File: src/rtl/slx_pkg.sv
// ----------------------------------------------------------------------------
// slx_pkg
// Types and constants shared by the command line lexer modules.
// ----------------------------------------------------------------------------
package slx_pkg;

  // token kinds
  localparam logic [2:0] KIND_CHAR   = 3'd0;
  localparam logic [2:0] KIND_WEND   = 3'd1;
  localparam logic [2:0] KIND_PIPE   = 3'd2;
  localparam logic [2:0] KIND_OUT    = 3'd3;
  localparam logic [2:0] KIND_APPEND = 3'd4;
  localparam logic [2:0] KIND_IN     = 3'd5;
  localparam logic [2:0] KIND_BG     = 3'd6;
  localparam logic [2:0] KIND_LEND   = 3'd7;

  // characters with a meaning to the lexer
  localparam logic [7:0] CH_BSLASH = 8'h5C;
  localparam logic [7:0] CH_SQUOTE = 8'h27;
  localparam logic [7:0] CH_DQUOTE = 8'h22;
  localparam logic [7:0] CH_PIPE   = 8'h7C;
  localparam logic [7:0] CH_GT     = 8'h3E;
  localparam logic [7:0] CH_LT     = 8'h3C;
  localparam logic [7:0] CH_AMP    = 8'h26;
  localparam logic [7:0] CH_SPACE  = 8'h20;
  localparam logic [7:0] CH_TAB    = 8'h09;
  localparam logic [7:0] CH_CR     = 8'h0D;

  // result slots of one byte, in emission order
  localparam int unsigned NUM_SLOTS = 6;
  localparam logic [2:0] SLOT_GT    = 3'd0;  // held > resolved: out or append
  localparam logic [2:0] SLOT_MAIN  = 3'd1;  // result of the byte itself
  localparam logic [2:0] SLOT_EGT   = 3'd2;  // line end: held > as out
  localparam logic [2:0] SLOT_ESC   = 3'd3;  // line end: trailing backslash space
  localparam logic [2:0] SLOT_WEND  = 3'd4;  // line end: word end
  localparam logic [2:0] SLOT_LEND  = 3'd5;  // line end token

  typedef struct packed {
    logic [7:0] byte_in;
    logic       line_end;
  } in_beat_t;

  typedef struct packed {
    logic [2:0] kind;
    logic [7:0] byte_out;
    logic       last;
  } out_beat_t;

  // one classified byte waiting for the back end
  typedef struct packed {
    logic [NUM_SLOTS-1:0] slot_mask;
    logic                 gt_append;
    logic [2:0]           main_kind;
    logic [7:0]           main_byte;
  } slx_entry_t;

endpackage

File: src/rtl/slx_front.sv
// ----------------------------------------------------------------------------
// slx_front
// Classifies each input byte against the quote, escape and word state and
// builds the set of result slots that the byte produces.
// ----------------------------------------------------------------------------
module slx_front (
  input  logic                clk,
  input  logic                rst_n,
  input  logic                in_fire,
  input  slx_pkg::in_beat_t   in_beat,
  output logic                push,
  output slx_pkg::slx_entry_t push_entry
);

  logic sq_r, dq_r, esc_r, wo_r, gt_r;
  logic sq_nxt, dq_nxt, esc_nxt, wo_nxt, gt_nxt;
  logic [7:0] c;
  logic       consumed;
  logic       is_ws;
  logic       main_v;
  logic [2:0] main_kind;
  logic [slx_pkg::NUM_SLOTS-1:0] mask;

  assign c = in_beat.byte_in;

  // byte classification and next state
  always_comb begin
    is_ws     = (c inside {slx_pkg::CH_SPACE, [slx_pkg::CH_TAB:slx_pkg::CH_CR]});
    consumed  = gt_r && (c == slx_pkg::CH_GT);
    sq_nxt    = sq_r;
    dq_nxt    = dq_r;
    esc_nxt   = esc_r;
    wo_nxt    = wo_r;
    gt_nxt    = 1'b0;
    main_v    = 1'b0;
    main_kind = slx_pkg::KIND_CHAR;
    if (!consumed) begin
      if (esc_r) begin
        esc_nxt = 1'b0;
        main_v  = 1'b1;
        wo_nxt  = 1'b1;
      end else if (c == slx_pkg::CH_BSLASH && !sq_r) begin
        esc_nxt = 1'b1;
      end else if (c == slx_pkg::CH_SQUOTE && !dq_r) begin
        sq_nxt = !sq_r;
      end else if (c == slx_pkg::CH_DQUOTE && !sq_r) begin
        dq_nxt = !dq_r;
      end else if (sq_r || dq_r) begin
        main_v = 1'b1;
        wo_nxt = 1'b1;
      end else if (is_ws) begin
        if (wo_r) begin
          main_v    = 1'b1;
          main_kind = slx_pkg::KIND_WEND;
          wo_nxt    = 1'b0;
        end
      end else if (!wo_r && c == slx_pkg::CH_PIPE) begin
        main_v    = 1'b1;
        main_kind = slx_pkg::KIND_PIPE;
      end else if (!wo_r && c == slx_pkg::CH_LT) begin
        main_v    = 1'b1;
        main_kind = slx_pkg::KIND_IN;
      end else if (!wo_r && c == slx_pkg::CH_AMP) begin
        main_v    = 1'b1;
        main_kind = slx_pkg::KIND_BG;
      end else if (!wo_r && c == slx_pkg::CH_GT) begin
        gt_nxt = 1'b1;
      end else begin
        main_v = 1'b1;
        wo_nxt = 1'b1;
      end
    end
  end

  // slot set for this byte
  always_comb begin
    mask                  = '0;
    mask[slx_pkg::SLOT_GT]   = gt_r;
    mask[slx_pkg::SLOT_MAIN] = main_v;
    if (in_beat.line_end) begin
      mask[slx_pkg::SLOT_EGT]  = gt_nxt;
      mask[slx_pkg::SLOT_ESC]  = esc_nxt;
      mask[slx_pkg::SLOT_WEND] = wo_nxt || esc_nxt;
      mask[slx_pkg::SLOT_LEND] = 1'b1;
    end
  end

  assign push                 = in_fire && (|mask);
  assign push_entry.slot_mask = mask;
  assign push_entry.gt_append = consumed;
  assign push_entry.main_kind = main_kind;
  assign push_entry.main_byte = c;

  // mode flags, cleared at line end
  always_ff @(posedge clk) begin
    if (!rst_n) begin
      sq_r  <= 1'b0;
      dq_r  <= 1'b0;
      esc_r <= 1'b0;
      wo_r  <= 1'b0;
      gt_r  <= 1'b0;
    end else if (in_fire) begin
      if (in_beat.line_end) begin
        sq_r  <= 1'b0;
        dq_r  <= 1'b0;
        esc_r <= 1'b0;
        wo_r  <= 1'b0;
        gt_r  <= 1'b0;
      end else begin
        sq_r  <= sq_nxt;
        dq_r  <= dq_nxt;
        esc_r <= esc_nxt;
        wo_r  <= wo_nxt;
        gt_r  <= gt_nxt;
      end
    end
  end

endmodule

File: src/rtl/slx_queue.sv
// ----------------------------------------------------------------------------
// slx_queue
// Small first-in first-out queue of classified bytes between front and back.
// ----------------------------------------------------------------------------
module slx_queue #(
  parameter int DEPTH = 4
) (
  input  logic                clk,
  input  logic                rst_n,
  input  logic                push,
  input  slx_pkg::slx_entry_t push_entry,
  output logic                full,
  input  logic                pop,
  output logic                head_valid,
  output slx_pkg::slx_entry_t head_entry
);

  localparam int PW = (DEPTH > 1) ? $clog2(DEPTH) : 1;
  localparam int CW = $clog2(DEPTH + 1);
  localparam logic [PW-1:0] LAST_PTR = PW'(DEPTH - 1);
  localparam logic [CW-1:0] FULL_CNT = CW'(DEPTH);

  slx_pkg::slx_entry_t mem [DEPTH];
  logic [PW-1:0] wr_ptr_r, rd_ptr_r;
  logic [CW-1:0] cnt_r;
  logic          do_push, do_pop;

  assign full       = (cnt_r == FULL_CNT);
  assign head_valid = (cnt_r != '0);
  assign head_entry = mem[rd_ptr_r];
  assign do_push    = push && !full;
  assign do_pop     = pop && head_valid;

  // storage
  always_ff @(posedge clk) begin
    if (do_push) begin
      mem[wr_ptr_r] <= push_entry;
    end
  end

  // pointers and fill count
  always_ff @(posedge clk) begin
    if (!rst_n) begin
      wr_ptr_r <= '0;
      rd_ptr_r <= '0;
      cnt_r    <= '0;
    end else begin
      if (do_push) begin
        wr_ptr_r <= (wr_ptr_r == LAST_PTR) ? '0 : wr_ptr_r + PW'(1);
      end
      if (do_pop) begin
        rd_ptr_r <= (rd_ptr_r == LAST_PTR) ? '0 : rd_ptr_r + PW'(1);
      end
      if (do_push && !do_pop) begin
        cnt_r <= cnt_r + CW'(1);
      end else if (do_pop && !do_push) begin
        cnt_r <= cnt_r - CW'(1);
      end
    end
  end

endmodule

File: src/rtl/slx_back.sv
// ----------------------------------------------------------------------------
// slx_back
// Walks the slot set of the current byte and sends one token per beat,
// marking the final token of each byte.
// ----------------------------------------------------------------------------
module slx_back (
  input  logic                clk,
  input  logic                rst_n,
  input  logic                head_valid,
  input  slx_pkg::slx_entry_t head_entry,
  output logic                pop,
  output logic                out_valid,
  input  logic                out_ready,
  output slx_pkg::out_beat_t  out_data
);

  slx_pkg::slx_entry_t           cur_r;
  logic [slx_pkg::NUM_SLOTS-1:0] mask_r;
  logic [slx_pkg::NUM_SLOTS-1:0] mask_nxt;
  logic [slx_pkg::NUM_SLOTS-1:0] rest;
  logic [2:0]                    idx;
  logic                          fire;

  // lowest pending slot
  always_comb begin
    idx = '0;
    for (int i = slx_pkg::NUM_SLOTS - 1; i >= 0; i--) begin
      if (mask_r[i]) begin
        idx = 3'(i);
      end
    end
  end

  always_comb begin
    rest      = mask_r;
    rest[idx] = 1'b0;
  end

  // token for the selected slot
  always_comb begin
    out_data.byte_out = '0;
    case (idx)
      slx_pkg::SLOT_GT: begin
        out_data.kind = cur_r.gt_append ? slx_pkg::KIND_APPEND : slx_pkg::KIND_OUT;
      end
      slx_pkg::SLOT_MAIN: begin
        out_data.kind = cur_r.main_kind;
        if (cur_r.main_kind == slx_pkg::KIND_CHAR) begin
          out_data.byte_out = cur_r.main_byte;
        end
      end
      slx_pkg::SLOT_EGT:  out_data.kind = slx_pkg::KIND_OUT;
      slx_pkg::SLOT_ESC: begin
        out_data.kind     = slx_pkg::KIND_CHAR;
        out_data.byte_out = slx_pkg::CH_SPACE;
      end
      slx_pkg::SLOT_WEND: out_data.kind = slx_pkg::KIND_WEND;
      slx_pkg::SLOT_LEND: out_data.kind = slx_pkg::KIND_LEND;
      default:            out_data.kind = slx_pkg::KIND_LEND;
    endcase
    out_data.last = (rest == '0);
  end

  assign out_valid = (mask_r != '0);
  assign fire      = out_valid && out_ready;
  // take the next byte once the current one has nothing left to send
  assign pop       = head_valid && (!out_valid || (fire && rest == '0));

  always_comb begin
    mask_nxt = mask_r;
    if (pop) begin
      mask_nxt = head_entry.slot_mask;
    end else if (fire) begin
      mask_nxt = rest;
    end
  end

  // payload of the byte in progress
  always_ff @(posedge clk) begin
    if (pop) begin
      cur_r <= head_entry;
    end
  end

  // pending slots
  always_ff @(posedge clk) begin
    if (!rst_n) begin
      mask_r <= '0;
    end else begin
      mask_r <= mask_nxt;
    end
  end

endmodule

File: src/rtl/shell_command_line_lexer_unit.sv
// ----------------------------------------------------------------------------
// shell_command_line_lexer_unit
// Streaming command line lexer: bytes in, word characters and operator
// tokens out, with quote, escape and >> handling.
//
//   channel   direction  payload               handshake
//   in_       input      byte_in, line_end     in_valid / in_ready
//   out_      output     kind, byte_out, last  out_valid / out_ready
//
// A byte is classified in the cycle it is accepted and queued; one byte can
// be accepted every cycle while the queue has room. Each queued byte sends
// its 1 to 4 tokens at one token per cycle while out_ready is high. Bytes
// with no token never enter the queue. Reset (rst_n low, synchronous)
// clears the mode flags, the queue and the pending tokens. A stalled output
// fills the queue and only then drops in_ready.
// ----------------------------------------------------------------------------
module shell_command_line_lexer_unit #(
  parameter int QUEUE_DEPTH = 4
) (
  input  logic               clk,
  input  logic               rst_n,
  input  logic               in_valid,
  output logic               in_ready,
  input  slx_pkg::in_beat_t  in_data,
  output logic               out_valid,
  input  logic               out_ready,
  output slx_pkg::out_beat_t out_data
);

  logic                q_full;
  logic                q_push;
  logic                q_pop;
  logic                q_head_valid;
  slx_pkg::slx_entry_t q_push_entry;
  slx_pkg::slx_entry_t q_head_entry;

  assign in_ready = !q_full;

  // byte classification
  slx_front u_front (
    .clk        (clk),
    .rst_n      (rst_n),
    .in_fire    (in_valid && in_ready),
    .in_beat    (in_data),
    .push       (q_push),
    .push_entry (q_push_entry)
  );

  // decoupling queue
  slx_queue #(
    .DEPTH (QUEUE_DEPTH)
  ) u_queue (
    .clk        (clk),
    .rst_n      (rst_n),
    .push       (q_push),
    .push_entry (q_push_entry),
    .full       (q_full),
    .pop        (q_pop),
    .head_valid (q_head_valid),
    .head_entry (q_head_entry)
  );

  // token sequencing
  slx_back u_back (
    .clk        (clk),
    .rst_n      (rst_n),
    .head_valid (q_head_valid),
    .head_entry (q_head_entry),
    .pop        (q_pop),
    .out_valid  (out_valid),
    .out_ready  (out_ready),
    .out_data   (out_data)
  );

endmodule

File: config.mk
export PLATFORM = sky130hd
export DESIGN_NAME = shell_command_line_lexer_unit
export DESIGN_NICKNAME = d
export VERILOG_FILES = /design/src/rtl/slx_pkg.sv /design/src/rtl/slx_front.sv /design/src/rtl/slx_queue.sv /design/src/rtl/slx_back.sv /design/src/rtl/shell_command_line_lexer_unit.sv
export SDC_FILE = /design/constraint.sdc
export NUM_CORES = 1
export LEC_CHECK = 0
export BUFFER_PORTS_ARGS = -buffer_cell sky130_fd_sc_hd__clkbuf_2
export CAP_MARGIN = 20
export CELL_PAD_IN_SITES_DETAIL_PLACEMENT = 1
export CELL_PAD_IN_SITES_GLOBAL_PLACEMENT = 2
export CORE_MARGIN = 2
export CORE_UTILIZATION = 43
export DETAILED_ROUTE_END_ITERATION = 8
export GPL_TIMING_DRIVEN = 0
export PLACE_DENSITY_LB_ADDON = 0.1
export SKIP_LAST_GASP = 1
export SYNTH_ARGS = -nofsm -noshare
export SYNTH_HDL_FRONTEND = slang
export SYNTH_SLANG_ARGS = --single-unit
File: constraint.sdc
create_clock -name clk -period 3.5 [get_ports clk]
set_input_delay 0.175 -clock clk [delete_from_list [all_inputs] [get_ports clk]]
set_output_delay 0.175 -clock clk [all_outputs]
set_load 0.01 [all_outputs]
==> flow_summary_export.csv <==
group,metric,value,unit
synthesis,synth_seq_area_share,0.6405,
clocking,cts_root_buffer,"clkbuf_8",
global_route,grt_usage,0.1791,
clocking,clk_pin_slew,110,ps
timing,rsz0062_at_grt,"false",
detailed_routing,ant_nets,0,
finish,multi_input_area,1534,um^2
placement,numPortBuffers,26,
synthesis,synth-edff-count,84,
critical_path,arrival,3290,ps
clocking,h-tree-depth,3,
global_route,antenna_found_initial,0,
global_route,grt_pass1_wl,15.09,mm
synthesis,yosysTopAreaCell,"edfxtp_1",
pwr,p_int,2.413,mW
clocking,numCtsBuffers,9,
placement,gp_congestion,0.7490,
synthesis,syn-mean-instance-area,14.04,um^2
floorplanning,die_h,107.0,um
pwr,swShare,0.3217,
pwr,powerDensity,703.4,nW/um^2
synthesis,synth_top_area_share,0.5528,
synthesis,synth_cell_types,47,
pwr,power_leakage,1.678,nW
detailed_routing,drt-total-wl,9.440,mm
synthesis,syn-instance-count,325,
hold_path,hold_class,"primary input to flip-flop",
critical_path,cpLargestDelayFamily,"adder cells",
finish,regArea,2923,um^2
critical_path,crit_top_cell,"clkbuf_1",
detailed_routing,vias,2708,
timing,tightest_slew,1012,ps
finish,fin_util,0.4900,
critical_path,cp_num_buf_inv,3,
floorplanning,die-area,11450,um^2
finish,fillers,1068,
detailed_routing,wl_per_cell,18.77,um
timing,hold_violations,0,
timing,fin_crit,2985,ps
global_route,grt_max_degree,19,
timing,fmax,335.0,MHz
critical_path,cp-start-kind,"flip-flop",
finish,syn_to_final_growth,10.86,%
finish,n_antenna_cell,0,
critical_path,worstSetupPathType,"flip-flop to flip-flop",
floorplanning,die_width,107.0,um
floorplanning,rows,37,
flow_run,drv_cap,0,
critical_path,critPathMaxFanout,10,
placement,dp_hpwl,6.376,mm
synthesis,syn_nets,345,
floorplanning,io_pins,27,
finish,fin_nets,382,
synthesis,synth_flop_cell,"edfxtp_1",
critical_path,max_stage_delay,430,ps
outcome,status,"finished, final reports clean",
timing,slew_headroom,0.3254,
pwr,irDropWorstVdd,296.8,uV
timing,skew,16.52,ps
clocking,post_cts_resized,0,
floorplanning,core_region_area,10320,um^2
finish,drive_above_1_share,0.1717,
pwr,p_sw,1.145,mW
critical_path,critical-path-slowest-cell,"clkbuf_1",
clocking,cts_setup_buffers,0,
timing,tns,0,ps
timing,period_share,0.8528,
detailed_routing,firstDrtPassIters,4,
timing,drv_slew,0,
critical_path,worst_ep_required_time,3800,ps
synthesis,post-synth-top-count-cell,"edfxtp_1",
floorplanning,initial_core_util,0.4420,
pwr,finalPower,3.558,mW
detailed_routing,avgViaCountPerCell,5.384,
clocking,cts_buffer_depth,2,
pwr,comb_power_share,0.313,
placement,placed_area,4863,um^2
synthesis,synth_warnings,0,
synthesis,synth_area_leaders,"edfxtp_1, mux4_2, dfxtp_1",
clocking,cts.hold.buffers_added,0,
clocking,clock-sinks,104,
global_route,grt_overflow,0,
clocking,cts_tree,"built",
detailed_routing,drt_iter0_markers,139,
critical_path,cp-end-kind,"flip-flop",
synthesis,syn_area,4563,um^2
synthesis,ys_ff_latch,104,
pwr,clockPowerShare,0.212,
critical_path,crit_path_cell_trace,"clkbuf_1 -> maj3_1 -> nor4_1 -> a21oi_1 -> clkbuf_1 -> ha_1 -> inv_1 -> fa_1 -> xor2_1 -> or3_1 -> a21boi_0",
synthesis,synthArstFlopShare,0,
synthesis,synth_common_cells,"edfxtp_1, nand2_1, dfxtp_1",
finish,fin_area,5059,um^2
timing,setup_viol,0,
clocking,clk_latency,370,ps
global_route,first_global_vias,2791,
pwr,seqPwrFrac,0.475,
detailed_routing,drc,0,
-- final cells by class --
type,instances,area share
sequential,104,0.5778
inverter,9,0.006678
clock inverter,5,0.01261
tap,136,0.03364
clock buffer,11,0.02597
timing repair buffer,26,0.02572
buffer,16,0.01435
multi-input combinational,196,0.3032
-- routing by layer --
layer,track usage,wire length (um)
met5,0,0
met3,0.04012,315
met2,0.2866,4484
met4,0.05844,112
met1,0.2436,4527
-- power groups by stage --
stage / clock network [mW] / logic [mW] / registers [mW]
global placement: 0 / 1.09 / 1.70
detailed placement: 0 / 1.12 / 1.72
global route: 0.816 / 1.24 / 1.71
CTS: 0.768 / 1.13 / 1.69
finish: 0.753 / 1.11 / 1.69
floorplan: 0 / 0.816 / 1.68
-- cells by family after synthesis --
family | count (synthesis) | synth area share
AND/OR/NAND/NOR | 103 | 0.1217
XOR/XNOR | 2 | 0.003839
AO/OA/AOI/OAI | 59 | 0.08555
adder cells (fa/ha/maj) | 9 | 0.02523
multiplexers | 23 | 0.09981
flip-flops | 104 | 0.6405
buffers and inverters | 25 | 0.02330
-- flip-flops by register name, summed over array words and instances, names as in the netlist, named ones only --
name,count
u_queue.mem,72
u_back.cur_r,12
u_back.mask_r,6
u_front.wo_r,1
u_queue.rd_ptr_r,2
u_front.dq_r,1
u_front.gt_r,1
u_front.esc_r,1
u_queue.cnt_r,3
u_queue.wr_ptr_r,2
u_front.sq_r,1
-- per-stage QoR --
stage / instances / worst slack [ps] / hold WS [ps]
after global routing: 503 / 243.0 / 30.70
after global placement: 487 / 374.0 / 409.5
after CTS: 503 / 461.7 / 20.96
after floorplan: 325 / 816.9 / 273.9
final: 503 / 515.2 / 36.78
after detailed placement: 487 / 366.2 / 421.9
-- path summary, 6_finish.rpt --
check | startpoint | to | slack, ps | depth (start not counted)
setup / recovery | u_back.mask_r[0] | u_queue.cnt_r[2] | 520 | 11
hold / removal | in_data[3] | u_queue.mem[2][2] | 40 | 1
setup reg to reg | u_back.mask_r[0] | u_queue.cnt_r[2] | 520 | 11
hold reg to reg | u_queue.wr_ptr_r[1] | u_queue.wr_ptr_r[1] | 510 | 2
-- layout by cell type, fill, tap and decap left out, types with 3 or more instances in the layout --
| master | netlist | layout |
|---|---|---|
| nor3_1 | 12 | 12 |
| nand2_1 | 21 | 21 |
| o21a_1 | 3 | 3 |
| clkbuf_1 | 12 | 14 |
| nor4_1 | 4 | 4 |
| o21ai_0 | 15 | 15 |
| or3_1 | 4 | 4 |
| nand2b_1 | 6 | 6 |
| ha_1 | 6 | 6 |
| nand3b_1 | 5 | 5 |
| mux2i_1 | 5 | 5 |
| a21o_1 | 4 | 4 |
| clkbuf_2 | 0 | 26 |
| nor2b_1 | 5 | 5 |
| nor2_1 | 19 | 19 |
| and2_1 | 15 | 15 |
| a21oi_1 | 13 | 13 |
| clkbuf_8 | 0 | 9 |
| a21boi_0 | 10 | 10 |
| edfxtp_1 | 84 | 84 |
| dfxtp_1 | 20 | 20 |
| mux4_2 | 18 | 18 |
| inv_1 | 9 | 9 |
Note: power is estimated with default switching activity, not from simulation.
